==> src/design/bfr_pkg.sv <==
// Package for the byte ring FIFO: request and status codes, the default
// ring depth and the result record passed between the control and output stages.
// No dependencies.
package bfr_pkg;

  localparam int unsigned BfrDepthDef = 256;

  localparam int unsigned OccW = 9;

  localparam logic [1:0] ReqPush  = 2'd0;
  localparam logic [1:0] ReqPop   = 2'd1;
  localparam logic [1:0] ReqFlush = 2'd2;
  localparam logic [1:0] ReqKeep  = 2'd3;

  localparam logic [1:0] StOk       = 2'd0;
  localparam logic [1:0] StOverrun  = 2'd1;
  localparam logic [1:0] StUnderrun = 2'd2;

  // Everything about one result except the byte itself, which arrives from
  // the store's read register in the cycle after the request is taken.
  typedef struct packed {
    logic            read_valid;
    logic            known;
    logic [1:0]      status;
    logic [OccW-1:0] occupancy;
    logic            is_full;
  } bfr_res_t;

endpackage

==> src/design/bfr_store.sv <==
// Byte store of the ring FIFO: one write port and one registered read port.
// Depends on bfr_pkg for the default depth.
module bfr_store
  import bfr_pkg::*;
#(
  parameter int unsigned DEPTH = BfrDepthDef
) (
  input  logic                     clk_i,
  input  logic                     wr_en_i,
  input  logic [$clog2(DEPTH)-1:0] wr_addr_i,
  input  logic [7:0]               wr_data_i,
  input  logic                     rd_en_i,
  input  logic [$clog2(DEPTH)-1:0] rd_addr_i,
  output logic [7:0]               rd_data_o
);

  logic [7:0] mem_q [DEPTH];
  logic [7:0] rd_data_q;

  always_ff @(posedge clk_i) begin
    if (wr_en_i) begin
      mem_q[wr_addr_i] <= wr_data_i;
    end
  end

  always_ff @(posedge clk_i) begin
    if (rd_en_i) begin
      rd_data_q <= mem_q[rd_addr_i];
    end
  end

  assign rd_data_o = rd_data_q;

endmodule

==> src/design/bfr_ctrl.sv <==
// Pointer and count control of the ring FIFO: decodes each request, updates
// the pointers, drives the store ports and forms the result record.
// Depends on bfr_pkg.
module bfr_ctrl
  import bfr_pkg::*;
#(
  parameter int unsigned DEPTH = BfrDepthDef
) (
  input  logic                     clk_i,
  input  logic                     rst_ni,
  input  logic                     acc_i,
  input  logic [1:0]               req_type_i,
  input  logic [7:0]               data_in_i,
  output logic                     wr_en_o,
  output logic [$clog2(DEPTH)-1:0] wr_addr_o,
  output logic [7:0]               wr_data_o,
  output logic [$clog2(DEPTH)-1:0] rd_addr_o,
  output bfr_res_t                 res_o
);

  localparam int unsigned PtrW = $clog2(DEPTH);
  localparam int unsigned CntW = $clog2(DEPTH + 1);
  localparam logic [PtrW-1:0] PtrLast = PtrW'(DEPTH - 1);
  localparam logic [CntW-1:0] CntFull = CntW'(DEPTH);

  logic [PtrW-1:0] wptr_q, wptr_d;
  logic [PtrW-1:0] rptr_q, rptr_d;
  logic [CntW-1:0] cnt_q, cnt_d;
  logic            wrap_q, wrap_d;
  logic [PtrW-1:0] wptr_next, rptr_next, wptr_prev;
  logic            wr_en;
  logic            rvalid;
  logic [1:0]      status;

  assign wptr_next = (wptr_q == PtrLast) ? '0 : wptr_q + PtrW'(1);
  assign rptr_next = (rptr_q == PtrLast) ? '0 : rptr_q + PtrW'(1);
  assign wptr_prev = (wptr_q == '0) ? PtrLast : wptr_q - PtrW'(1);

  always_comb begin
    wptr_d = wptr_q;
    rptr_d = rptr_q;
    cnt_d  = cnt_q;
    wrap_d = wrap_q;
    wr_en  = 1'b0;
    rvalid = 1'b0;
    status = StOk;
    unique case (req_type_i)
      ReqPush: begin
        if (cnt_q == CntFull) begin
          status = StOverrun;
        end else begin
          wr_en  = 1'b1;
          wptr_d = wptr_next;
          cnt_d  = cnt_q + CntW'(1);
          if (wptr_q == PtrLast) begin
            wrap_d = 1'b1;
          end
        end
      end
      ReqPop: begin
        if (cnt_q == '0) begin
          status = StUnderrun;
        end else begin
          rvalid = 1'b1;
          rptr_d = rptr_next;
          cnt_d  = cnt_q - CntW'(1);
        end
      end
      ReqFlush: begin
        rptr_d = wptr_q;
        cnt_d  = '0;
      end
      default: begin
        rptr_d = wptr_prev;
        cnt_d  = CntW'(1);
      end
    endcase
  end

  always_ff @(posedge clk_i or negedge rst_ni) begin
    if (!rst_ni) begin
      wptr_q <= '0;
      rptr_q <= '0;
      cnt_q  <= '0;
      wrap_q <= 1'b0;
    end else if (acc_i) begin
      wptr_q <= wptr_d;
      rptr_q <= rptr_d;
      cnt_q  <= cnt_d;
      wrap_q <= wrap_d;
    end
  end

  assign wr_en_o   = acc_i && wr_en;
  assign wr_addr_o = wptr_q;
  assign wr_data_o = data_in_i;
  assign rd_addr_o = rptr_q;

  // Writes fill the ring in order from slot zero, so until the write pointer
  // has wrapped once only the slots below it have ever been written; any
  // other slot holds no defined value, since the store has no reset.
  always_comb begin
    res_o.read_valid = rvalid;
    res_o.known      = wrap_q || (rptr_q < wptr_q);
    res_o.status     = status;
    res_o.occupancy  = OccW'(cnt_d);
    res_o.is_full    = (cnt_d == CntFull);
  end

endmodule

==> src/design/bfr_outq.sv <==
// Result path of the ring FIFO: a stage that meets the store's read register
// and an output register, so a new request is taken while a result waits.
// Depends on bfr_pkg.
module bfr_outq
  import bfr_pkg::*;
(
  input  logic            clk_i,
  input  logic            rst_ni,
  input  logic            acc_i,
  input  bfr_res_t        res_i,
  input  logic [7:0]      rd_data_i,
  input  logic            out_stall_i,
  output logic            in_stall_o,
  output logic            out_valid_o,
  output logic [7:0]      read_data_o,
  output logic            read_valid_o,
  output logic [1:0]      status_o,
  output logic [OccW-1:0] occupancy_o,
  output logic            is_full_o
);

  logic     a_valid_q, a_valid_d;
  bfr_res_t a_res_q;
  logic     o_valid_q, o_valid_d;
  bfr_res_t o_res_q;
  logic [7:0] o_data_q;
  logic     move;

  assign move       = a_valid_q && (!o_valid_q || !out_stall_i);
  assign in_stall_o = a_valid_q && !move;
  assign a_valid_d  = acc_i || (a_valid_q && !move);
  assign o_valid_d  = move || (o_valid_q && out_stall_i);

  always_ff @(posedge clk_i or negedge rst_ni) begin
    if (!rst_ni) begin
      a_valid_q <= 1'b0;
      o_valid_q <= 1'b0;
    end else begin
      a_valid_q <= a_valid_d;
      o_valid_q <= o_valid_d;
    end
  end

  always_ff @(posedge clk_i) begin
    if (acc_i) begin
      a_res_q <= res_i;
    end
  end

  // The store byte is only meaningful for a successful pop of a slot that
  // has been written since reset.
  always_ff @(posedge clk_i) begin
    if (move) begin
      o_res_q  <= a_res_q;
      o_data_q <= (a_res_q.read_valid && a_res_q.known) ? rd_data_i : 8'd0;
    end
  end

  assign out_valid_o  = o_valid_q;
  assign read_data_o  = o_data_q;
  assign read_valid_o = o_res_q.read_valid;
  assign status_o     = o_res_q.status;
  assign occupancy_o  = o_res_q.occupancy;
  assign is_full_o    = o_res_q.is_full;

endmodule

==> src/design/byte_ring_fifo_unit.sv <==
// Byte ring FIFO top level: control, store and result path.
// Depends on bfr_pkg, bfr_ctrl, bfr_store and bfr_outq.
//
// A byte queue of DEPTH entries that takes one request (push, pop, flush or
// keep-last) per clock cycle while in_stall_o is low and gives one result per
// request, in request order. A taken request's byte goes into the store's
// registered read port and its record into the result stage, then both move
// on to the output register; pointer and count updates finish in the cycle of
// the request, so back-to-back requests see each other at once.
// A result sitting in the output register does not hold off the next request;
// the input stalls only when both the result stage and the output register
// are full and the output is stalled. No clearing pass follows reset: slots
// not yet written since reset are tracked by the write pointer and read as zero.
module byte_ring_fifo_unit
  import bfr_pkg::*;
#(
  parameter int unsigned DEPTH = BfrDepthDef
) (
  input  logic            clk_i,
  input  logic            rst_ni,
  input  logic            in_valid_i,
  output logic            in_stall_o,
  input  logic [1:0]      req_type_i,
  input  logic [7:0]      data_in_i,
  output logic            out_valid_o,
  input  logic            out_stall_i,
  output logic [7:0]      read_data_o,
  output logic            read_valid_o,
  output logic [1:0]      status_o,
  output logic [OccW-1:0] occupancy_o,
  output logic            is_full_o
);

  localparam int unsigned PtrW = $clog2(DEPTH);

  logic            acc;
  logic            wr_en;
  logic [PtrW-1:0] wr_addr;
  logic [7:0]      wr_data;
  logic [PtrW-1:0] rd_addr;
  logic [7:0]      rd_data;
  bfr_res_t        res;

  assign acc = in_valid_i && !in_stall_o;

  bfr_ctrl #(
    .DEPTH(DEPTH)
  ) u_ctrl (
    .clk_i     (clk_i),
    .rst_ni    (rst_ni),
    .acc_i     (acc),
    .req_type_i(req_type_i),
    .data_in_i (data_in_i),
    .wr_en_o   (wr_en),
    .wr_addr_o (wr_addr),
    .wr_data_o (wr_data),
    .rd_addr_o (rd_addr),
    .res_o     (res)
  );

  bfr_store #(
    .DEPTH(DEPTH)
  ) u_store (
    .clk_i    (clk_i),
    .wr_en_i  (wr_en),
    .wr_addr_i(wr_addr),
    .wr_data_i(wr_data),
    .rd_en_i  (acc),
    .rd_addr_i(rd_addr),
    .rd_data_o(rd_data)
  );

  bfr_outq u_outq (
    .clk_i       (clk_i),
    .rst_ni      (rst_ni),
    .acc_i       (acc),
    .res_i       (res),
    .rd_data_i   (rd_data),
    .out_stall_i (out_stall_i),
    .in_stall_o  (in_stall_o),
    .out_valid_o (out_valid_o),
    .read_data_o (read_data_o),
    .read_valid_o(read_valid_o),
    .status_o    (status_o),
    .occupancy_o (occupancy_o),
    .is_full_o   (is_full_o)
  );

`ifndef SYNTHESIS
  a_stall_only_when_backed_up: assert property (@(posedge clk_i) disable iff (!rst_ni)
    in_stall_o |-> (out_valid_o && out_stall_i))
    else $error("input stalled while the output register could drain");

  a_pop_status_ok: assert property (@(posedge clk_i) disable iff (!rst_ni)
    (out_valid_o && read_valid_o) |-> (status_o == StOk))
    else $error("returned byte carries a failure status");

  a_full_matches_occupancy: assert property (@(posedge clk_i) disable iff (!rst_ni)
    (out_valid_o && is_full_o) |-> (occupancy_o == OccW'(DEPTH)))
    else $error("full flag disagrees with occupancy");

  a_push_result_not_underrun: assert property (@(posedge clk_i) disable iff (!rst_ni)
    (acc && (req_type_i == ReqPush)) |-> (res.status != StUnderrun))
    else $error("push request reported underrun");
`endif

endmodule
==> config.mk <==
export PLATFORM = sky130hd
export DESIGN_NAME = byte_ring_fifo_unit
export DESIGN_NICKNAME = d
export VERILOG_FILES = /design/src/design/bfr_pkg.sv /design/src/design/bfr_store.sv /design/src/design/bfr_ctrl.sv /design/src/design/bfr_outq.sv /design/src/design/byte_ring_fifo_unit.sv
export SDC_FILE = /design/constraint.sdc
export NUM_CORES = 2
export LEC_CHECK = 0
export BUFFER_PORTS_ARGS = -buffer_cell sky130_fd_sc_hd__buf_2
export CAP_MARGIN = 20
export CELL_PAD_IN_SITES_DETAIL_PLACEMENT = 1
export CELL_PAD_IN_SITES_GLOBAL_PLACEMENT = 2
export CORE_UTILIZATION = 40
export DETAILED_ROUTE_END_ITERATION = 6
export GPL_ROUTABILITY_DRIVEN = 0
export GPL_TIMING_DRIVEN = 0
export PLACE_DENSITY_LB_ADDON = 0.15
export SETUP_SLACK_MARGIN = 0.2
export SLEW_MARGIN = 20
export SYNTH_ARGS = -nofsm -noshare
export SYNTH_HDL_FRONTEND = slang
export SYNTH_SLANG_ARGS = --single-unit
export TNS_END_PERCENT = 20
==> constraint.sdc <==
create_clock -name clk_i -period 8.5 [get_ports clk_i]
set_clock_uncertainty 0.15 [all_clocks]
set_input_delay 0.425 -clock clk_i [delete_from_list [all_inputs] [get_ports clk_i]]
set_output_delay 0.425 -clock clk_i [all_outputs]
set_load 0.05 [all_outputs]
==> impl_metrics.toml <==
[pwr]
peakVddDrop_uv = 252
power.leakage_uw = 0.0290
power.density_nw_per_um2 = 315

[sta]
finalCritPeriodShare = 0.671
finalSetupTns_ns = 0
setup_viol = 0
rsz0062_at_grt = "no"
hold_viol = 0
worst_pin_slew_ns = 1.25
slew-limit-headroom = 0.164
timing.fmax_mhz = 175
drv_slew = 0
min_period_ns = 5.70

[clocking]
clk-insertion-delay-late_ns = 0.88
clk_pin_slew_ns = 0.06
cts_buffer_depth = 3
postCtsHoldBufs = 12
cts_tree = "built"
cts_buffers = 223
post_cts_buffers = 0
cts_max_level = 4
clock_sinks = 2119
root_buffer = "clkbuf_16"
post_cts_resize_count = 0

[placed_design]
placed_area_um2 = 86600
port_buffers = 36
hpwl_um = 183000

[die]
core-area_um2 = 205000
fp-row-count = 166
chipHeight_um = 456
initial_core_util = 0.402
die_w_um = 456
io_pins = 37
die_area_um2 = 208000

[drt]
ant_nets = 0
drt-pass1-iter-count = 5
drc = 0
num_vias = 43000
wl_um = 276000
drtIter0Drc = 5987
avgRoutedWirePerCell_um = 38.9
viasPerCell = 6.05

[cells_and_area]
finish.instance_area_um2 = 93800
utilization = 0.459
final_nets = 4255
drive_gt1_frac = 0.235
areaGrowthSynthToFinish_pct = 14.0
nFillCells = 18600

[setup_path]
rr_worst_depth = 10
cp.arrival_ns = 6.08
path_max_fanout = 10
rr_startpoint = "u_ctrl.rd_addr_o[1]"
worstSetupPathType = "reg -> reg"
startpoint_type = "flop"
r2r_slack_ns = 2.80
reg2reg_to = "u_store.rd_data_o[4]"
crit_path_end_kind = "flop"
required_ns = 8.87

[yosys]
synth_top_cell_by_area = "edfxtp_1"
synthTopCellsByArea = "edfxtp_1 76%, mux4_2 13%, nor2_1 1.3%"
async_reset_ff_frac = 0.0132
synth_ff_type = "edfxtp_1"
postSynthCellCount = 3923
avgSynthCellArea_um2 = 21.0
synth_common_cells = "2,091 x edfxtp_1, 463 x mux4_2, 286 x nor2_1, 99 x nand2_1, 93 x o22ai_1"
synth-seq-area-share = 0.771
yosysTopAreaCellShare = 0.763
synth_edf_count = 2091
synth_seq_cells = 2119
yosys_warnings = 0
syn_area_um2 = 82300
synth_nets = 3956
synth_most_common_cell = "edfxtp_1"
synth_cell_type_count = 64

[grt]
grt_pass1_wl_um = 372000
grt_pass1_vias = 43600
gr-usage-met3 = 0.0649
grtUsageTotal = 0.265
grt_use_met1 = 0.369
antenna_found_initial = 22
grt_overflow = 0
busiest_layer = "met2"
gr-usage-met2 = 0.406
grt_max_degree = 116

[outcome]
outcome = "complete, no violations"

[job]
drv_cap = 0

[min_path]
hold_path_class = "in -> async"
-- layout make-up --
class	instances	area, um2	area share
well taps	2688	3360	0.0358
flip-flops and latches	2119	63500	0.677
diodes	1	2.50	0.0000267
clock inverters	155	1250	0.0133
plain buffers	238	1420	0.0152
repair buffers	74	985	0.0105
multi-input cells	1547	17400	0.186
inverters	19	71.3	0.000760
clock buffers	267	5800	0.0618
-- report_power, final --
group | switching [uW] | internal (uW)
clock | 4260 | 5260
combinational | 5610 | 2720
sequential | 81.6 | 11600
total | 9950 | 19600
-- worst max-delay path, cell delays in order, from the launching register on --
cell and delay (ns):
dfrtp_1 0.55, buf_2 0.27, buf_2 0.24, buf_2 0.29, nand2_1 0.66, clkbuf_1 0.94, o221ai_1 0.39, a211oi_1 1.01
a21oi_1 0.23, a31oi_1 0.33, nor3_1 0.23
-- cell usage in the layout, fill, tap and decap left out, types with 12 or more instances in the layout --
cell           instances
ha_1                  19
dlygate4sd3_1         12
a22o_1                33
o221ai_1              17
mux2i_1               73
bufinv_16             13
mux4_1                17
nand3_1               36
a22oi_1               85
clkbuf_1             115
nor2_2                16
buf_4                 38
o22ai_1               93
a211oi_1              26
clkinv_1              64
buf_8                 13
nand2_1               99
clkbuf_16            225
buf_6                 29
buf_2                105
mux4_2               463
inv_1                 18
dfrtp_1               28
and3_1                22
edfxtp_1            2091
nor2_1               270
a21oi_1               71
o21ai_0               26
buf_16                18
clkinv_2              49
a221oi_1              38
a211o_1               13
clkinvlp_4            14
-- registers in the layout (all words and copies together), names as in the netlist, 2 cells and up --
name	count
u_store.rd_data_o	8
u_outq.a_res_q	14
u_outq.read_data_o	8
u_outq.status_o	2
u_ctrl.wr_addr_o	8
u_ctrl.cnt_q	9
u_outq.occupancy_o	9
u_store.mem_q	2048
u_ctrl.rd_addr_o	8
-- worst max-delay path by stage --
stage | from | end | slack [ns] | cells past startpoint
after floorplan | u_outq.out_valid_o | u_outq.is_full_o | 5.68 | 1
after global placement | u_ctrl.rd_addr_o[1] | u_store.rd_data_o[2] | 2.68 | 9
after detailed placement | u_ctrl.rd_addr_o[1] | u_store.rd_data_o[6] | 2.89 | 9
after CTS | u_ctrl.rd_addr_o[1] | u_store.rd_data_o[6] | 2.89 | 9
after global routing | u_ctrl.rd_addr_o[1] | u_store.rd_data_o[4] | 2.90 | 10
final | u_ctrl.rd_addr_o[1] | u_store.rd_data_o[4] | 2.80 | 10
-- cells by family (layout without fill, tap and decap cells) --
kind of cell / Yosys count / in the layout / synth area share
buffers and inverters: 257 / 753 / 0.0179
and+or+nand+nor: 506 / 506 / 0.0264
other: 0 / 1 / 0
muxes: 562 / 562 / 0.142
adders and majority gates: 19 / 19 / 0.00289
AOI/OAI and AO/OA: 449 / 449 / 0.0383
xor gates and xnor gates: 11 / 11 / 0.00117
DFF: 2119 / 2119 / 0.771
-- metrics by stage --
stage / setup slack [ns] / hold slack (ns) / instances / total power, uW
2_1_floorplan: 5.68 / -0.0206 / 3923 / 16200
3_3_place_gp: 2.68 / 0.251 / 6647 / 20100
3_5_place_dp: 2.89 / 0.256 / 6671 / 20100
4_1_cts: 2.89 / 0.0374 / 7105 / 29600
5_1_grt: 2.90 / 0.0987 / 7108 / 30200
6_report: 2.80 / 0.0782 / 7108 / 29500
-- per-layer routing --
| metal | vias up | wire (um) | part of all wire |
|---|---|---|---|
| li1 | 17100 | - | - |
| met1 | 23600 | 115000 | 0.42 |
| met2 | 1937 | 127000 | 0.46 |
| met3 | 414 | 23400 | 0.085 |
| met4 | 6 | 10500 | 0.038 |
| met5 | - | 42 | 0.00015 |
Power figures use the tool's default switching activity.
